--- config.mk ---
export PLATFORM = sky130hd
export DESIGN_NAME = ibs_sequencer
export DESIGN_NICKNAME = d
export VERILOG_FILES = /design/src/rtl/core/interval_binary_search_unit_defines.svh /design/src/rtl/core/ibs_pkg.sv /design/src/rtl/core/ibs_sequencer.sv
export SDC_FILE = /design/constraint.sdc
export NUM_CORES = 1
export LEC_CHECK = 0
export BUFFER_PORTS_ARGS = -buffer_cell sky130_fd_sc_hd__buf_4
export CAP_MARGIN = 20
export CORE_AREA = 2 2 39 41
export DETAILED_ROUTE_END_ITERATION = 16
export DIE_AREA = 0 0 41 43
export SLEW_MARGIN = 20
export SYNTH_ARGS = -nofsm -noshare
export SYNTH_HDL_FRONTEND = slang
export SYNTH_SLANG_ARGS = --single-unit
--- constraint.sdc ---
create_clock -name clock -period 1.1 [get_ports clock]
set_input_delay 0.11 -clock clock [delete_from_list [all_inputs] [get_ports clock]]
set_output_delay 0.11 -clock clock [all_outputs]
set_load 0.05 [all_outputs]
--- src/rtl/core/interval_binary_search_unit_defines.svh ---
// Assertion macros for the interval binary search unit.
// Included by files that carry concurrent checks; no other dependencies.
`ifndef INTERVAL_BINARY_SEARCH_UNIT_DEFINES_SVH
`define INTERVAL_BINARY_SEARCH_UNIT_DEFINES_SVH
`ifndef SYNTHESIS
// Same-cycle implication, disabled during reset.
`define IBS_ASSERT_NOW(lbl, clk, rst, ante, cons) \
   lbl: assert property (@(posedge clk) disable iff (rst) (ante) |-> (cons)) \
      else $error("interval_binary_search_unit: same-cycle check failed");
// Next-cycle implication, disabled during reset.
`define IBS_ASSERT_NEXT(lbl, clk, rst, ante, cons) \
   lbl: assert property (@(posedge clk) disable iff (rst) (ante) |=> (cons)) \
      else $error("interval_binary_search_unit: next-cycle check failed");
`else
`define IBS_ASSERT_NOW(lbl, clk, rst, ante, cons)
`define IBS_ASSERT_NEXT(lbl, clk, rst, ante, cons)
`endif
`endif

--- src/rtl/core/ibs_pkg.sv ---
// Shared types and constants for the interval binary search unit.
// No dependencies; used by the sequencer, the datapath and the top level.
package ibs_pkg;

   localparam int TABLE_DEPTH = 256;
   localparam int ADDR_W      = $clog2(TABLE_DEPTH);
   localparam int INDEX_W     = 8;
   localparam int VALUE_W     = 32;
   localparam int COUNT_W     = 9;
   localparam int RESULT_W    = 9;
   // signed search bounds: range -1 .. TABLE_DEPTH-1, and their sum
   localparam int PTR_W       = ADDR_W + 2;

   localparam logic                COMMAND_WRITE = 1'b0;
   localparam logic                COMMAND_QUERY = 1'b1;
   localparam logic [RESULT_W-1:0] RESULT_BELOW  = {RESULT_W{1'b1}};

   // microprogram step addresses
   typedef enum logic [2:0] {
      STEP_IDLE      = 3'd0,
      STEP_EDGE_READ = 3'd1,
      STEP_EDGE_TEST = 3'd2,
      STEP_LOOP_TEST = 3'd3,
      STEP_PROBE     = 3'd4,
      STEP_EMIT      = 3'd5
   } step_type;

   typedef enum logic {
      RD_EDGES = 1'b0,
      RD_MID   = 1'b1
   } rd_sel_type;

   typedef enum logic [1:0] {
      TST_NONE  = 2'd0,
      TST_EDGES = 2'd1,
      TST_LOOP  = 2'd2,
      TST_PROBE = 2'd3
   } test_type;

   typedef struct packed {
      logic       accept;
      logic       emit;
      rd_sel_type read_sel;
      test_type   test;
      step_type   next_step;
      step_type   jump_step;
   } ctrl_word_type;

   typedef struct packed {
      logic hold;
      logic taken;
   } dp_status_type;

endpackage

--- src/rtl/core/ibs_sequencer.sv ---
// Microcode sequencer: step counter plus the control-word ROM.
// Depends on ibs_pkg.
module ibs_sequencer (
   input  logic                  clock,
   input  logic                  reset,
   input  ibs_pkg::dp_status_type status,
   output ibs_pkg::ctrl_word_type ctrl,
   output ibs_pkg::step_type      step
);

   ibs_pkg::step_type step_ff;
   ibs_pkg::step_type step_in;

   // control store
   always_comb begin
      ctrl = '{accept: 1'b0, emit: 1'b0, read_sel: ibs_pkg::RD_EDGES,
               test: ibs_pkg::TST_NONE, next_step: ibs_pkg::STEP_IDLE,
               jump_step: ibs_pkg::STEP_IDLE};
      unique case (step_ff)
         ibs_pkg::STEP_IDLE: begin
            ctrl.accept    = 1'b1;
            ctrl.next_step = ibs_pkg::STEP_EDGE_READ;
         end
         ibs_pkg::STEP_EDGE_READ: begin
            ctrl.read_sel  = ibs_pkg::RD_EDGES;
            ctrl.next_step = ibs_pkg::STEP_EDGE_TEST;
         end
         ibs_pkg::STEP_EDGE_TEST: begin
            ctrl.test      = ibs_pkg::TST_EDGES;
            ctrl.next_step = ibs_pkg::STEP_LOOP_TEST;
            ctrl.jump_step = ibs_pkg::STEP_EMIT;
         end
         ibs_pkg::STEP_LOOP_TEST: begin
            ctrl.read_sel  = ibs_pkg::RD_MID;
            ctrl.test      = ibs_pkg::TST_LOOP;
            ctrl.next_step = ibs_pkg::STEP_PROBE;
            ctrl.jump_step = ibs_pkg::STEP_EMIT;
         end
         ibs_pkg::STEP_PROBE: begin
            ctrl.test      = ibs_pkg::TST_PROBE;
            ctrl.next_step = ibs_pkg::STEP_LOOP_TEST;
            ctrl.jump_step = ibs_pkg::STEP_EMIT;
         end
         ibs_pkg::STEP_EMIT: begin
            ctrl.emit      = 1'b1;
            ctrl.next_step = ibs_pkg::STEP_IDLE;
         end
         default: begin
            ctrl.next_step = ibs_pkg::STEP_IDLE;
         end
      endcase
   end

   always_comb begin
      priority if (status.hold) begin
         step_in = step_ff;
      end else if (status.taken) begin
         step_in = ctrl.jump_step;
      end else begin
         step_in = ctrl.next_step;
      end
   end

   always_ff @(posedge clock) begin
      if (reset) begin
         step_ff <= ibs_pkg::STEP_IDLE;
      end else begin
         step_ff <= step_in;
      end
   end

   assign step = step_ff;

endmodule

==> reports/metrics.yaml, run 1 <==
wl_per_cell_um: 12.2
path_cells: "and2b_4 > and2_4 > nand2b_4 > buf_8"
worst-path-buf-inv: 1
netlist_top_cells_count: "4 x a21oi_1, 3 x buf_4, 3 x dfxtp_1, 3 x nand2b_1"
syn_area_um2: 289
numCtsBuffers: 3
ys_seq_area_share_pct: 20.8
power_leakage_nw: 0.310
grt_pass1_vias: 368
drive_above_1_share_pct: 83.6
synth_top_cell_area_share_pct: 20.8
synth-xor-area-share_pct: 3.03
ys.flop_type: "dfxtp_1"
maxCapViolCount: 0
required_ns: 0.99
grt_start_max_net_pins: 10
synthesis.nets: 42
finalPower_uw: 576
route.vias.total: 385
yosysMostFrequentCell: "a21oi_1"
synth_top_family_by_area: "simple AND/OR/NAND/NOR gates"
clk_pin_slew_ns: 0.04
syn_avg_cell_area_um2: 7.61
status: "complete, but fails checks"
postCtsHoldBufs: 0
largest_reg_flops: 3
multi_input_area_um2: 307
chipWidth_um: 41
synth_compound_area_share_pct: 27.3
crit_type: "reg2out"
grt_antenna_before_repair: 0
tns_ns: -2.41
root_buffer: "clkbuf_4"
dr.pass1.iters: 2
numPortBuffers: 16
crit_fanout: 5
num_io_pins: 18
final_cell_area_um2: 756
fmax_ghz: 0.729
wl_mm: 1.01
synth.distinct_cells: 25
setup_viol: 13
seq_area_um2: 71.3
peakVddDrop_uv: 559
muxShareOfSynthArea_pct: 0
crit_path_end_kind: "primary output"
cpLargestDelayFamily: "simple AND/OR/NAND/NOR gates"
fin_crit_ns: 1.37
synth_area_leaders: "dfxtp_1 21%, buf_4 7.8%, a21oi_1 6.9%"
gr-total-overflow: 0
viasPerCell: 4.64
synth_top_area_cell: "dfxtp_1"
cts_buffer_depth: 2
synth_edf_count: 0
failed_checks: "setup timing"
drtIter0Drc: 4
start_util_pct: 20.9
ant_nets: 0
path_depth: 4
hpwlAfterDp_um: 627
route.detailed.drc: 0
async_reset_ff_share_pct: 0
final_util_pct: 54.6
fp.dieH_um: 43
clock_latency_ns: 0.23
hold_violations: 0
grt_setup_unrepaired: "true"
setup_ws_ns: -0.272
cpPeakStageDelay_ns: 0.37
track_usage_pct: 13.8
num-fill-cells: 132
cts_sinks: 3
diodes: 0
die_area_um2: 1760
startpoint_type: "flop"
grt_pass1_wl_mm: 1.64
rr_worst_depth: 5
place_area_um2: 556
hold_path.class: "in2reg"
netlist_instances: 38
cp.arrival_ns: 1.26
h-tree-depth: 1
yosys.area_share.simple_pct: 31.6
fin_hold_ws_ns: 0.0582
num-nets-final: 72
ys_ff_latch: 3
core_um2: 1380
slowest_stage: "dfxtp_4"
area_growth_syn_to_layout_pct: 161
place_congestion: 0.695
slew_violations: 0
post-route-period-util_pct: 125
power_density_nw_per_um2: 762
yosys_warnings: 0
cts_tree: "yes"
hold_depth: 2
rows: 14
skew_ns: 0.000302
synthAdderAreaFrac_pct: 0
-- power by group --
part	internal (mW)	leakage (nW)	switching (mW)	total (mW)
registers	0.110	0.0267	0.00568	0.116
logic	0.114	0.269	0.156	0.270
clock network	0.136	0.0150	0.0545	0.190
total	0.360	0.310	0.216	0.576
-- kinds of logic after synthesis --
group,after synthesis
AOI/OAI and AO/OA,11
DFF,3
and+or+nand+nor,15
other,1
xor gates and xnor gates,1
buffers and inverters,7
-- layout make-up --
| cell class | instances | share of cell area [%] |
|---|---|---|
| Clock buffer | 4 | 3.48 |
| Inverter | 2 | 1.32 |
| Multi-Input combinational cell | 28 | 40.6 |
| Sequential cell | 3 | 9.44 |
| Tap cell | 16 | 2.65 |
| Timing Repair Buffer | 30 | 42.5 |
-- routing by layer --
metal | GRT usage, % | routed length [µm] | share of wire (%)
met3 | 4.71 | 39 | 3.9
met1 | 14.8 | 361 | 36
met4 | 4.00 | 0 | 0
met5 | 0 | 0 | 0
met2 | 23.8 | 608 | 60
-- stage by stage --
step,setup slack [ns],std cells
after floorplan,-0.349,38
after detailed placement,-0.0765,75
after global placement,-0.0695,75
after CTS,-0.278,83
final,-0.272,83
after global routing,-0.318,83
-- final timing paths --
check,start,to,slack (ns)
worst max register to register,step[2],step[1],-0.15
worst min-delay path,reset,step[1],0.06
worst min register to register,step[0],step[0],0.72
worst max-delay path,step[2],ctrl[7],-0.27
-- repair_timing --
action,CTS,global route
buffers inserted,4,1
endpoints found under the setup margin,12,13
resized for setup,21,6
pin swaps,7,4
-- cells in the final DEF (no fill, tap or decap), drive strengths merged, types with 2 or more instances in the layout --
master   n
a21oi    4
and2     2
buf     30
clkbuf   4
dfxtp    3
inv      2
nand2    2
nand2b   3
nor2     2
nor3b    2
No activity file was read; power rests on OpenSTA's default activity.
==> inputs of run 2 (changes only) <==
Settings changed: REMOVE_ABC_BUFFERS set to 1.
==> run 2 against run 1 <==
Effect of this change: the flow still finishes with violations (setup timing); die area unchanged; non-clock buffer count up 2; largest power group unchanged; global-route usage fell by 1.6 points; clock-buffer cell count stayed put; highest routed layer is now met4; final cell count grew 2.4%; first-iteration DRC count is 50% lower; cell area fell by 2.6%; combinational power is 1% higher; core utilization is 1.4 points lower; sequential share of layout area shrank 0.083 points.
==> reports/metrics.yaml, run 2 (synthesis gave the netlist of run 1 again) <==
cp.arrival_ns: 1.24  # -0.02 ns
num-fill-cells: 136  # +3.0%
startpoint_type: "flop"
numCtsBuffers: 3  # unchanged
min_from: "reset"
hold_depth: 2  # unchanged
num-nets-final: 74  # +2.8%
gr-total-overflow: 0  # unchanged
dr.pass1.iters: 4  # +2
crit_fanout: 4  # -1
reg2reg_slack_ns: -0.07  # +0.08 ns
drive_above_1_share_pct: 82.6  # -0.97 points
clk_pin_slew_ns: 0.03  # about the same
power.internal_uw: 370  # +2.7%
cts_buffer_depth: 2  # unchanged
rr_worst_depth: 4  # -1
root_buffer: "clkbuf_4"
maxCapViolCount: 0  # unchanged
diodes: 0  # unchanged
hpwlAfterDp_um: 594  # -5.2%
hold_violations: 0  # unchanged
drtIter0Drc: 2  # -2
hold_path.class: "in2reg"
switching_share_pct: 36.7  # -0.83 points
place_area_um2: 480  # -14%
num_io_pins: 18  # unchanged
grt_setup_unrepaired: "true"
tns_ns: -2.04  # +0.372 ns
core_um2: 1380  # unchanged
grt_pass1_wl_mm: 1.40  # -14%
peakVddDrop_uv: 651  # +16%
failed_checks: "setup timing"
final_cell_area_um2: 736  # -2.6%
seq_power_share_pct: 19.9  # -0.2 points
largest_reg_flops: 3  # unchanged
required_ns: 0.99  # about the same
fin_crit_ns: 1.35  # -0.0188 ns
crit_path_end_kind: "primary output"
crit_type: "reg2out"
route.detailed.drc: 0  # unchanged
holdPathEnd: "step[1]"
clock_latency_ns: 0.23  # about the same
cts_sinks: 3  # unchanged
status: "complete, but fails checks"
chipWidth_um: 41  # unchanged
clockPowerShare_pct: 33.2  # +0.2 points
final_util_pct: 53.2  # -1.4 points
r2r_end: "step[0]"
viasPerCell: 4.73  # +2.0%
setup_ws_ns: -0.253  # +0.0188 ns
route.vias.total: 402  # +4.4%
grt_antenna_before_repair: 0  # unchanged
r2r-start: "step[2]"
slew_violations: 0  # unchanged
fmax_ghz: 0.739  # +1.4%
switchingPower_uw: 214  # -0.88%
ant_nets: 0  # unchanged
numPortBuffers: 16  # unchanged
final_cell_mix: "13 x buf_4, 13 x buf_6, 6 x buf_8"
place_congestion: 0.743  # +6.9%
preCtsSetupSlack_ns: -0.0552  # +0.0212 ns
cts_tree: "yes"
power_leakage_nw: 0.317  # +2.3%
wl_um: 974  # -3.5%
fin_hold_ws_ns: 0.0436  # -0.0146 ns
power_density_nw_per_um2: 794  # +4.1%
rows: 14  # unchanged
skew_ns: 0.000266  # -0.0000365 ns
die_area_um2: 1760  # unchanged
wl_per_cell_um: 11.5  # -5.7%
area_growth_syn_to_layout_pct: 155
grt_start_max_net_pins: 7  # -3
h-tree-depth: 1  # unchanged
start_util_pct: 20.9  # unchanged
post-route-period-util_pct: 123  # -1.7 points
setup_viol: 12  # -1
grt_pass1_vias: 373  # +1.4%
track_usage_pct: 12.1  # -1.6 points
pwr-share-comb_pct: 46.9  # about the same
fp.dieH_um: 43  # unchanged
## run 2: power by group through the flow
stage	registers (mW)	logic [mW]	clock network [mW]
floorplan	0.142	0.0993	0
global placement	0.121	0.197	0
detailed placement	0.121	0.199	0
CTS	0.118	0.245	0.199
global route	0.117	0.289	0.204
finish	0.116	0.274	0.194
## run 2: per-layer routing
layer / share of wire, % / GRT usage (%)
met5: 0 / 0
met2: 54 / 20.9
met3: 6.6 / 4.71
met1: 38 / 11.5
met4: 1.4 / 6.00
## run 2: critical path, stage by stage (launching register included)
cell	delay [ns]
dfxtp_4	0.34
and2b_4	0.25
and2_4	0.15
nand2b_4	0.12
buf_8	0.14
## run 2: metrics by stage
step	std cells	total power, mW
floorplan	33	0.241
global placement	77	0.318
global route	85	0.609
detailed placement	77	0.320
CTS	84	0.562
finish	85	0.584
## run 2: worst max path at each step
stage / start / to / slack (ns) / depth (start not counted)
5_1_grt: step[2] / ctrl[7] / -0.29 / 4
4_1_cts: step[1] / ctrl[4] / -0.25 / 4
6_report: step[2] / ctrl[7] / -0.25 / 4
3_5_place_dp: step[2] / ctrl[7] / -0.06 / 4
3_3_place_gp: step[2] / step[0] / -0.03 / 4
2_1_floorplan: step[1] / ctrl[7] / -1.0 / 3
## run 2: final cells by class
type | instances | area [µm²] | area share (%)
sequential | 3 | 68.8 | 9.35
multi-input combinational | 28 | 279 | 37.9
tap | 16 | 20.0 | 2.72
inverter | 2 | 7.51 | 1.02
clock buffer | 4 | 26.3 | 3.57
timing repair buffer | 32 | 334 | 45.4
## run 2: repair_timing
action                                 in CTS  in global routing
buffers inserted                            3                  1
pin swaps                                   8                  3
setup endpoints to repair                  14                 14
hold buffers                                0                  0
endpoints found under the hold margin       0                  0
resized for setup                          35                 14
==> inputs of run 3 (changes only) <==
Settings changed: PLACE_DENSITY set to 0.44.
==> run 3 against run 2 <==
Effect of this change: the flow still finishes with violations (setup timing); die area unchanged; clock-buffer cell count unchanged; sequential share of layout area up 1.5 points; critical path type unchanged; highest routed layer is now met3.
==> reports/metrics.yaml, run 3 (synthesis gave the netlist of run 1 again) <==
maxCapViolCount: 0  # unchanged
wl_per_cell_um: 10.4  # -9.0%
worst-path-buf-inv: 1  # unchanged
fmax_ghz: 0.747  # +1.1%
hold_violations: 0  # unchanged
hold_path.class: "in2reg"
grt_start_max_net_pins: 8  # +1
place_congestion: 0.826  # +11%
cp.arrival_ns: 1.23  # about the same
numPortBuffers: 16  # unchanged
setup_viol: 12  # unchanged
ant_nets: 0  # unchanged
hpwlAfterDp_um: 581  # -2.2%
crit_path_end_kind: "primary output"
crit_start: "step[0]"
num_io_pins: 18  # unchanged
h-tree-depth: 1  # unchanged
cpPeakStageDelay_ns: 0.42  # +0.08 ns
seq_power_share_pct: 22.4  # +2.5 points
die_area_um2: 1760  # unchanged
required_ns: 0.99  # about the same
r2r_end: "step[0]"
reg2reg_slack_ns: -0.08  # about the same
grt_antenna_before_repair: 0  # unchanged
post-route-period-util_pct: 122  # -1.3 points
power_leakage_nw: 0.274  # -14%
route.vias.total: 358  # -11%
grt_setup_unrepaired: "true"
clockPowerShare_pct: 36.2  # +3.0 points
final_cell_mix: "17 x buf_4, 5 x buf_8, 5 x buf_6, 3 x clkbuf_4"
numCtsBuffers: 3  # unchanged
postCtsHoldBufs: 0  # unchanged
rows: 14  # unchanged
root_buffer: "clkbuf_4"
switching_share_pct: 36.7  # -0.061 points
fp.dieH_um: 43  # unchanged
area_growth_syn_to_layout_pct: 111
track_usage_pct: 11.4  # -0.69 points
path_depth: 3  # -1
dr.pass1.iters: 4  # unchanged
cts_sinks: 3  # unchanged
setup_ws_ns: -0.239  # +0.0145 ns
grt_pass1_wl_mm: 1.30  # -6.9%
switchingPower_uw: 194  # -9.5%
num-fill-cells: 144  # +5.9%
peakVddDrop_uv: 609  # -6.4%
final_util_pct: 44.0  # -9.1 points
wl_um: 834  # -14%
grt_pass1_vias: 327  # -12%
skew_ns: 0.00466  # +0.00440 ns
slowest_stage: "or3_4"
cpLargestDelayFamily: "simple AND/OR/NAND/NOR gates"
drive_above_1_share_pct: 71.9  # -11 points
slew_violations: 0  # unchanged
cp-endpoint: "ctrl[2]"
fin_cells: 80  # -5.9%
r2r-start: "step[1]"
crit_type: "reg2out"
diodes: 0  # unchanged
core_um2: 1380  # unchanged
chipWidth_um: 41  # unchanged
gr-total-overflow: 0  # unchanged
crit_fanout: 4  # unchanged
num-nets-final: 69  # -6.8%
pwr-share-comb_pct: 41.4  # -5.5 points
clk_pin_slew_ns: 0.04  # about the same
route.detailed.drc: 0  # unchanged
fin_crit_ns: 1.34  # -0.0145 ns
tns_ns: -1.81  # +0.225 ns
power.internal_uw: 335  # -9.3%
cts_tree: "yes"
final_common_cell: "buf_4"
status: "complete, but fails checks"
largest_reg_flops: 3  # unchanged
power_density_nw_per_um2: 869  # +9.4%
drtIter0Drc: 2  # unchanged
failed_checks: "setup timing"
rr_worst_depth: 4  # unchanged
dp_cells: 73  # -5.2%
path_cells: "or3_4 > nand2b_4 > buf_8"
clock_latency_ns: 0.23  # about the same
cts_buffer_depth: 2  # unchanged
startpoint_type: "flop"
viasPerCell: 4.48  # -5.4%
start_util_pct: 20.9  # unchanged
-- run 3: cell types whose count changed in the layout (fill, tap and decap cells not counted), sizes merged --
cell | before | now
buf | 32 | 27
-- run 3: worst register-to-register path, delay by kind of cell, from the launching register on --
| family | cells | cell delay (ns) |
|---|---|---|
| simple gates | 1 | 0.36 |
| flops | 1 | 0.35 |
| compound gates | 2 | 0.20 |
| buf+inv | 1 | 0.14 |
-- run 3: metrics by stage --
step	instance area, µm²	worst slack (ns)	total power, mW	hold WS, ns
floorplan	250	-0.995	0.241	0.176
global placement	450	-0.0938	0.314	0.300
detailed placement	450	-0.0936	0.313	0.300
CTS	574	-0.241	0.531	0.0453
global route	609	-0.290	0.567	0.0415
finish	609	-0.239	0.529	0.0498
-- run 3: final cells by class --
type	instances	area, µm²	share of cell area [%]
Clock buffer	4	26.3	4.31
Inverter	2	7.51	1.23
Multi-Input combinational cell	28	230	37.8
Sequential cell	3	66.3	10.9
Tap cell	16	20.0	3.29
Timing Repair Buffer	27	259	42.5
-- run 3: timing repair --
item / CTS / global route
pin swaps: 5 / 2
resized for setup: 21 / 9
endpoints found under the hold margin: 0 / 0
setup endpoints to repair: 13 / 13
setup buffers: 3 / 0
-- run 3: how the worst min path moves through the flow --
stage	slack (ns)	depth (start not counted)	from	end
6_report	0.05	2	reset	step[1]
5_1_grt	0.04	2	reset	step[1]
4_1_cts	0.05	2	reset	step[1]
3_5_place_dp	0.30	2	reset	step[1]
3_3_place_gp	0.30	2	reset	step[1]
2_1_floorplan	0.18	1	reset	step[1]
-- run 3: metal layers --
layer | wire (µm) | vias to the layer above | track usage [%] | share of wire [%]
met4 | 0 | 0 | 4.00 | 0
li1 | - | 180 | - | -
met5 | 0 | - | 0 | 0
met3 | 83 | 0 | 7.85 | 10
met1 | 310 | 160 | 10.9 | 37
met2 | 440 | 18 | 18.4 | 53
-- run 3: power groups by stage --
| stage | Clock [mW] | Sequential (mW) | Combinational (mW) |
|---|---|---|---|
| detailed placement | 0 | 0.121 | 0.191 |
| floorplan | 0 | 0.142 | 0.0993 |
| global placement | 0 | 0.121 | 0.192 |
| finish | 0.191 | 0.119 | 0.219 |
| CTS | 0.202 | 0.119 | 0.211 |
| global route | 0.215 | 0.119 | 0.233 |
